[src/hdl/kvt_pkg.sv]
// ----------------------------------------------------------------------------
// kvt_pkg
// Shared types and constants of the key/value table: widths, request codes,
// the slot entry layout, the scan summary and the sequencer states.
// ----------------------------------------------------------------------------
package kvt_pkg;

	localparam int KVT_CAPACITY = 64;
	localparam int ACT_W        = 2;
	localparam int KEY_W        = 32;
	localparam int VAL_W        = 32;
	localparam int RES_W        = 33;
	localparam int COUNT_W      = 7;

	typedef enum logic [ACT_W-1:0] {
		ACT_INSERT = 2'd0,
		ACT_LOOKUP = 2'd1,
		ACT_REMOVE = 2'd2,
		ACT_MAXMIN = 2'd3
	} act_t;

	typedef struct packed {
		logic                    used;
		logic signed [KEY_W-1:0] key;
		logic signed [VAL_W-1:0] value;
	} entry_t;

	typedef struct packed {
		logic                    hit;
		logic                    has_free;
		logic                    nonempty;
		logic signed [VAL_W-1:0] hit_val;
		logic signed [VAL_W-1:0] min_val;
		logic signed [VAL_W-1:0] max_val;
	} scan_res_t;

	typedef enum logic [2:0] {
		ST_CLEAR,
		ST_IDLE,
		ST_SCAN,
		ST_LAST,
		ST_UPDATE,
		ST_DONE
	} state_t;

endpackage

[src/hdl/kvt_scan.sv]
// ----------------------------------------------------------------------------
// kvt_scan
// Shared compare unit: takes one slot per cycle while en is high; tracks the
// matching slot, lowest free slot and entries at the smallest and largest key.
// ----------------------------------------------------------------------------
module kvt_scan
	import kvt_pkg::*;
#(
	parameter int AW = $clog2(KVT_CAPACITY)
) (
	input  logic                    clk,
	input  logic                    arst_n,
	input  logic                    start,
	input  logic                    en,
	input  entry_t                  ent,
	input  logic [AW-1:0]           idx,
	input  logic signed [KEY_W-1:0] query,
	output scan_res_t               res,
	output logic [AW-1:0]           hit_idx,
	output logic [AW-1:0]           free_idx
);

	logic                    hit_q;
	logic                    has_free_q;
	logic                    nonempty_q;
	logic signed [VAL_W-1:0] hit_val_q;
	logic signed [KEY_W-1:0] min_key_q;
	logic signed [KEY_W-1:0] max_key_q;
	logic signed [VAL_W-1:0] min_val_q;
	logic signed [VAL_W-1:0] max_val_q;
	logic [AW-1:0]           hit_idx_q;
	logic [AW-1:0]           free_idx_q;

	always_ff @(posedge clk or negedge arst_n) begin
		if (!arst_n) begin
			hit_q      <= 1'b0;
			has_free_q <= 1'b0;
			nonempty_q <= 1'b0;
		end else if (start) begin
			hit_q      <= 1'b0;
			has_free_q <= 1'b0;
			nonempty_q <= 1'b0;
		end else if (en) begin
			if (ent.used && (ent.key == query)) begin
				hit_q <= 1'b1;
			end
			if (!ent.used) begin
				has_free_q <= 1'b1;
			end
			if (ent.used) begin
				nonempty_q <= 1'b1;
			end
		end
	end

	always_ff @(posedge clk) begin
		if (en) begin
			if (ent.used && (ent.key == query) && !hit_q) begin
				hit_idx_q <= idx;
				hit_val_q <= ent.value;
			end
			if (!ent.used && !has_free_q) begin
				free_idx_q <= idx;
			end
			if (ent.used && (!nonempty_q || (ent.key < min_key_q))) begin
				min_key_q <= ent.key;
				min_val_q <= ent.value;
			end
			if (ent.used && (!nonempty_q || (ent.key > max_key_q))) begin
				max_key_q <= ent.key;
				max_val_q <= ent.value;
			end
		end
	end

	always_comb begin
		res.hit      = hit_q;
		res.has_free = has_free_q;
		res.nonempty = nonempty_q;
		res.hit_val  = hit_val_q;
		res.min_val  = min_val_q;
		res.max_val  = max_val_q;
	end

	assign hit_idx  = hit_idx_q;
	assign free_idx = free_idx_q;

endmodule

[config.mk]
export PLATFORM = sky130hd
export DESIGN_NAME = kvt_scan
export DESIGN_NICKNAME = d
export VERILOG_FILES = /design/src/hdl/kvt_pkg.sv /design/src/hdl/kvt_scan.sv
export SDC_FILE = /design/constraint.sdc
export NUM_CORES = 1
export LEC_CHECK = 0
export BUFFER_PORTS_ARGS = -buffer_cell sky130_fd_sc_hd__buf_4
export CAP_MARGIN = 10
export CORE_UTILIZATION = 35
export CTS_CLUSTER_SIZE = 28
export DETAILED_ROUTE_END_ITERATION = 10
export PLACE_DENSITY = 0.64
export SYNTH_ARGS = -nofsm -noshare
export SYNTH_HDL_FRONTEND = slang
export SYNTH_SLANG_ARGS = --single-unit
[constraint.sdc]
create_clock -name clk -period 7.5 [get_ports clk]
set_input_delay 0 -clock clk [delete_from_list [all_inputs] [get_ports clk]]
set_output_delay 0 -clock clk [all_outputs]
set_load 0.01 [all_outputs]
# == After elaboration in Yosys (flattened, before gate mapping) ==
# Index checks and enable logic that the tools add are counted.
# op_classes
magnitude_cmp,2
muxes,9
n_eq_ne,2
n_reduce_logical,21
# op_table
cell,n
== test 32 bit,1
> comparator 32 bit,1
less-than comparator 32 bit,1
AND reduction 2 bit,7
2-to-1 mux 1 bit,9
nonzero test 2 bit,3
logical AND 1 bit,5
logical NOT 1 bit,4
logical OR 1 bit,2
inequality test 2 bit (second input constant),1
# word_totals
word_cells,44
register_bits,175

# == Depth between registers and ports, before layout ==
# Gate-level depths: netlist (run 1).
# logic_depth
ltp_word,5
depth_mapped,8
ltp_nobuf,8

# == Least setup slack after synthesis (run 1) ==
# No wires, ideal clock.
# synth_path
path_type,register -> register
start,register max_key_q[30]
end,register max_key_q[0] (enable)
t_arrival_ns,5.966
required_time_ns,6.916
stages_incl_launch_ff,9
n_path_buf,0
setup_slack_ns,0.950
setup_ns,0.584
path_cell_list,edfxtp_1 > inv_1 > ha_1 > and4_1 > nor3b_1 > a21oi_1 > nor3b_1 > nor3_1 > a21boi_0
# synth_between
elab_chain_cells,4
# synth_lines
item,line_no,source
"start, declared",kvt_scan.sv:28,logic signed [KEY_W-1:0] max_key_q;
"start signal, assigned",kvt_scan.sv:70,max_key_q <= ent.key;
> comparator 32 bit,kvt_scan.sv:69,if (ent.used && (!nonempty_q || (ent.key > max_key_q))) begin
logical OR 1 bit,kvt_scan.sv:69,
logical AND 1 bit,kvt_scan.sv:69,
AND reduction 2 bit (no source line),--,
# Every way passes these cells.
# A chain may end at the register's enable or synchronous reset.

# == Worst setup path in the final report (run 1) ==
# layout_path
start,register min_key_q[14]
end,register min_key_q[31] (enable)
# layout_between
elab_chain_cells,4
# layout_lines
item,line_no,source
"start, declared",kvt_scan.sv:27,logic signed [KEY_W-1:0] min_key_q;
"start signal, assigned",kvt_scan.sv:66,min_key_q <= ent.key;
less-than comparator 32 bit,kvt_scan.sv:65,if (ent.used && (!nonempty_q || (ent.key < min_key_q))) begin
logical OR 1 bit,kvt_scan.sv:65,
logical AND 1 bit,kvt_scan.sv:65,
AND reduction 2 bit (no source line),--,
# Every way passes these cells.

==> flow_metrics.env, run 1 <==
export IMPL_relSlewSlack=0.155
export IMPL_tightest_slew_ns=1.26
export IMPL_pwr_share_clk=0.388
export IMPL_drc=0
export IMPL_synth_top_flop_cell="edfxtp_1"
export IMPL_wl_per_cell_um=17.2
export IMPL_slew_violations=0
export IMPL_power_density_nw_per_um2=210
export IMPL_grt_pass1_wl_mm=27.8
export IMPL_fin_setup_tns_ns=0
export IMPL_clock_skew_ns=0.0128
export IMPL_synthCells=459
export IMPL_min_path_cells=5
export IMPL_crit_type="register to register"
export IMPL_min_period_ns=3.85
export IMPL_portBuffers=217
export IMPL_rsz0062_at_grt="no"
export IMPL_ir_worst_vdd_v=0.000156
export IMPL_postCtsSetupBuffers=0
export IMPL_ff2ff_setup_slack_ns=3.65
export IMPL_numClockSinks=175
export IMPL_viasPerCell=4.60
export IMPL_finalNetCount=941
export IMPL_switchingPower_uw=554
export IMPL_routed_wl_mm=18.1
export IMPL_cap_violations=0
export IMPL_avgSynthCellArea_sq_um=15.9
export IMPL_place_ws_ns=3.63
export IMPL_max_freq_mhz=260
export IMPL_cts_resized=0
export IMPL_cp_max_fo=36
export IMPL_overflow=0
export IMPL_final_common_cell="buf_4"
export IMPL_r2r_cells=9
export IMPL_die_area_sq_um=21400
export IMPL_seq_area_frac_synth=0.718
export IMPL_fp_dieH_um=146
export IMPL_fp_coreArea_sq_um=20400
export IMPL_grt_antenna_before_repair=0
export IMPL_die_w_um=146
export IMPL_hold_viol=0
export IMPL_drive_above_1_share=0.330
export IMPL_dr_total_vias=4845
export IMPL_htree_levels=4
export IMPL_p_int_mw=1.69
export IMPL_clk_latency_ns=0.43
export IMPL_drtIter0Drc=178
export IMPL_finalSetupViolCount=0
export IMPL_syn_nets=629
export IMPL_startpoint_type="register"
export IMPL_switching_share=0.247
export IMPL_cts_root_buf="clkbuf_16"
export IMPL_grt_pass1_vias=5185
export IMPL_synth_area_top_cells="edfxtp_1, ha_1, inv_1, xor2_1, a21oi_1"
export IMPL_postPlaceCellArea_sq_um=9290
export IMPL_clk_pin_slew_worst_paths_ns=0.08
export IMPL_dp_hpwl_mm=13.4
export IMPL_status="finished, final reports clean"
export IMPL_track_usage=0.173
export IMPL_worstPathRequired_ns=7.56
export IMPL_hold_class="primary input to register"
export IMPL_dr_pass1_iters=4
export IMPL_synth_top_area_share=0.708
export IMPL_end_kind="register"
export IMPL_cts_tree="built"
export IMPL_yosys_warnings=0
export IMPL_numCtsBuffers=17
export IMPL_fin_ws_ns=3.65
export IMPL_ioPinCount=218
export IMPL_async_reset_ff_frac=0.0171
export IMPL_comb_power_share=0.110
export IMPL_synth_seq_cells=175
export IMPL_diodes=0
export IMPL_crit_arrival_ns=3.91
export IMPL_synth_area_sq_um=7300
export IMPL_antenna_left=0
export IMPL_grt_max_degree=39
export IMPL_rows=52
export IMPL_min_period_over_period=0.513
export IMPL_yosys_area_top_type="edfxtp_1"
export IMPL_synth_cell_types=37
export IMPL_fillCellCount=1701
export IMPL_fin_area_sq_um=10700
export IMPL_start_util=0.358
export IMPL_syn2layout_area_growth_pct=46.2
export IMPL_seqPwrFrac=0.501
export IMPL_leakage_nw=4.52
export IMPL_synth_edf_count=172
export IMPL_final_cell_mix="buf_4, edfxtp_1, dlygate4sd3_1, inv_1, ha_1"
export IMPL_cts_path_max_buffers=2
export IMPL_gp_congestion=0.808
power by group through the flow:
| stage | clock [mW] | sequential (mW) | combinational [mW] |
|---|---|---|---|
| floorplan | 0 | 1.16 | 0.0812 |
| global placement | 0 | 1.15 | 0.209 |
| detailed placement | 0 | 1.15 | 0.216 |
| CTS | 0.887 | 1.13 | 0.251 |
| global route | 0.922 | 1.13 | 0.271 |
| finish | 0.872 | 1.13 | 0.248 |
registers in the layout (all words and copies together), names as in the netlist:
register and count:
hit_idx 6, max_val_q 32, free_idx 6, min_key_q 32
hit_val_q 32, has_free_q 1, min_val_q 32, max_key_q 32
hit_q 1, nonempty_q 1
what timing repair did:
action                                  CTS  global route
endpoints found under the hold margin   178             0
endpoints found under the setup margin    0             0
hold buffers                             76             0
cell type report:
cell class,count,area [sq um],share of cell area
Sequential cell,175,5240,0.491
Timing Repair Buffer,296,2420,0.227
Multi-Input combinational cell,213,1810,0.170
Clock buffer,18,429,0.0402
Tap cell,270,338,0.0317
Inverter,68,255,0.0239
Clock inverter,14,168,0.0157
path summary, 6_finish.rpt:
| check | from | end |
|---|---|---|
| worst max register to register | min_key_q[14] | min_key_q[31] |
| min in group asynchronous | arst_n | nonempty_q |
| worst min-delay path | query[31] | hit_q |
| max in group asynchronous | arst_n | has_free_q |
| worst max-delay path | min_key_q[14] | min_key_q[31] |
| worst min register to register | has_free_q | has_free_q |
worst max-delay path, cell delays in order (launching register included):
cell and delay (ns):
edfxtp_1 0.36, inv_1 0.07, ha_1 0.25, and3_2 0.23, o21ai_2 0.12, o311ai_1 0.10
o311a_1 0.35, or4_1 0.53, a31oi_4 0.85, buf_4 0.59
Yosys cell counts, drive strengths merged (2+ instances only):
cell and count:
edfxtp 172, inv 68, nor4 8, a211oi 2, nor3 3, nand4 13, a21oi 27, buf 3
dfrtp 3, nand2 12, nor2 8, xor2 28, o21bai 2, nor3b 3, a21o 10, o21ai 8
xnor2 4, ha 63, nand3 6
cell families after synthesis:
logic type,after synthesis,synth area share
compound gates,58,0.0519
buf+inv,71,0.0381
flops,175,0.718
fa+ha+maj,63,0.108
xor+xnor,32,0.0384
simple gates,60,0.0456
per-layer routing:
layer | share of wire | GRT usage
met4 | 0.019 | 0.0599
met2 | 0.53 | 0.306
met5 | 0 | 0
met1 | 0.42 | 0.209
met3 | 0.034 | 0.0322
metrics by stage:
stage | util | total power [mW] | instances | hold slack [ns]
finish | 0.524 | 2.25 | 1054 | 0.149
global route | 0.524 | 2.32 | 1054 | 0.195
CTS | 0.523 | 2.26 | 1053 | 0.161
detailed placement | 0.456 | 1.36 | 945 | -0.203
global placement | 0.456 | 1.36 | 945 | -0.210
floorplan | - | 1.24 | 459 | -0.296
No activity file was read; power rests on OpenSTA's default activity.
==> run 2: changes to the inputs <==
==> constraint.sdc (replaced) <==
create_clock -name clk -period 3.9 [get_ports clk]
set_input_delay 0 -clock clk [delete_from_list [all_inputs] [get_ports clk]]
set_output_delay 0 -clock clk [all_outputs]
set_load 0.01 [all_outputs]
==> run 2 against run 1 <==
- final cell count is essentially flat
- total power grew 91%
- via count rose by 0.47%
- routed wire length increased by 1.6%
- register-to-register slack worse by 2.9 ns
- global-route usage rose by 0.26 points
- fmax up 24%
- non-clock buffer count grew 2
- sequential cell count is the same
- first-iteration DRC count is 4.5% lower
- critical path type unchanged
- largest power group unchanged
==> flow_metrics.env, run 2 (synthesis gave the netlist of run 1 again) <==
export IMPL_crit_type="register to register"
export IMPL_rsz0062_at_grt="no"
export IMPL_numClockSinks=175
export IMPL_final_cell_mix="buf_4, edfxtp_1, dlygate4sd3_1, inv_1, ha_1"
export IMPL_cap_violations=0
export IMPL_fin_setup_tns_ns=0
export IMPL_ioPinCount=218
export IMPL_relSlewSlack=0.300
export IMPL_fillCellCount=1681
export IMPL_power_density_nw_per_um2=402
export IMPL_hold_class="primary input to register"
export IMPL_cts_path_max_buffers=2
export IMPL_postCtsSetupBuffers=0
export IMPL_fp_coreArea_sq_um=20400
export IMPL_drtIter0Drc=170
export IMPL_routed_wl_mm=18.4
export IMPL_grt_pass1_vias=5112
export IMPL_status="finished, final reports clean"
export IMPL_place_ws_ns=0.782
export IMPL_finalNetCount=943
export IMPL_final_common_cell="buf_4"
export IMPL_grt_pass1_wl_mm=27.8
export IMPL_start_util=0.358
export IMPL_ir_worst_vdd_v=0.000314
export IMPL_end_kind="register"
export IMPL_leakage_nw=4.52
export IMPL_grt_antenna_before_repair=0
export IMPL_tightest_slew_ns=1.05
export IMPL_max_freq_mhz=322
export IMPL_dr_pass1_iters=5
export IMPL_whs_ns=0.0120
export IMPL_drc=0
export IMPL_clk_pin_slew_worst_paths_ns=0.07
export IMPL_cts_root_buf="clkbuf_16"
export IMPL_hold_viol=0
export IMPL_die_w_um=146
export IMPL_syn2layout_area_growth_pct=46.1
export IMPL_cts_tree="built"
export IMPL_slew_violations=0
export IMPL_startpoint_type="register"
export IMPL_diodes=0
export IMPL_min_period_over_period=0.797
export IMPL_drive_above_1_share=0.332
export IMPL_crit_arrival_ns=3.18
export IMPL_finalSetupViolCount=0
export IMPL_cts_resized=0
export IMPL_grt_max_degree=54
export IMPL_clk_latency_ns=0.44
export IMPL_portBuffers=217
export IMPL_wl_per_cell_um=17.4
export IMPL_rows=52
export IMPL_overflow=0
export IMPL_min_period_ns=3.11
export IMPL_fin_area_sq_um=10700
export IMPL_numCtsBuffers=17
export IMPL_dr_total_vias=4868
export IMPL_die_area_sq_um=21400
export IMPL_htree_levels=4
export IMPL_gp_congestion=0.799
export IMPL_final_core_util=0.523
export IMPL_track_usage=0.175
export IMPL_cp_max_fo=35
export IMPL_clock_skew_ns=0.00922
export IMPL_viasPerCell=4.61
export IMPL_fin_ws_ns=0.793
export IMPL_antenna_left=0
export IMPL_worstPathRequired_ns=3.97
export IMPL_fp_dieH_um=146
export IMPL_dp_hpwl_mm=13.5
export IMPL_postPlaceCellArea_sq_um=9330
==> run 2: changes by cell type in the layout (fill, tap and decap cells not counted), sizes merged <==
cell      change
clkbuf        -1
clkinvlp      +2
buf           +2
clkinv        -2
==> run 2: power by group <==
group          internal, mW  leakage, nW  switching, mW  total, mW
combinational         0.242         2.61          0.241      0.484
clock                 0.849        0.275          0.784       1.63
sequential             2.15         1.63         0.0190       2.16
==> run 2: final cells by class <==
type                            instances  area, sq um  area share
Tap cell                              270          338      0.0317
Clock inverter                         14          148      0.0138
Timing Repair Buffer                  298         2440       0.229
Sequential cell                       175         5240       0.492
Clock buffer                           17          425      0.0399
Multi-Input combinational cell        213         1810       0.170
Inverter                               68          255      0.0239
==> run 2: worst max-delay path, cell delays in order, from the launching register on <==
cell	delay, ns
edfxtp_1	0.36
inv_1	0.07
ha_1	0.25
and3_2	0.23
o21ai_2	0.12
o311ai_1	0.11
o311a_1	0.36
or4_1	0.53
a31oi_4	0.23
buf_4	0.47
==> run 2: final timing paths <==
check	from	to	slack (ns)	cells past startpoint
max	min_key_q[14]	min_val_q[24]	0.79	9
min	ent[64]	free_idx[1]	0.01	2
max reg2reg	min_key_q[14]	min_val_q[24]	0.79	9
min reg2reg	hit_q	hit_q	0.58	2
max in group asynchronous	arst_n	hit_q	3.26	3
min in group asynchronous	arst_n	has_free_q	0.48	3
==> run 2: repair_timing <==
item | in CTS | in global routing
hold buffers | 76 | 0
setup endpoints to repair | 0 | 0
hold endpoints to repair | 178 | 0
==> run 2: metal layers <==
| layer | global-route usage | vias up | share of wire |
|---|---|---|---|
| met3 | 0.0334 | 39 | 0.045 |
| met5 | 0 | - | 0 |
| met2 | 0.303 | 151 | 0.51 |
| met1 | 0.207 | 2345 | 0.41 |
| met4 | 0.0922 | 0 | 0.032 |
| li1 | - | 2333 | - |
==> run 2: stage by stage <==
| step | power, mW | instances |
|---|---|---|
| finish | 4.28 | 1055 |
| global route | 4.44 | 1055 |
| floorplan | 2.38 | 459 |
| CTS | 4.32 | 1055 |
| global placement | 2.62 | 948 |
| detailed placement | 2.63 | 948 |
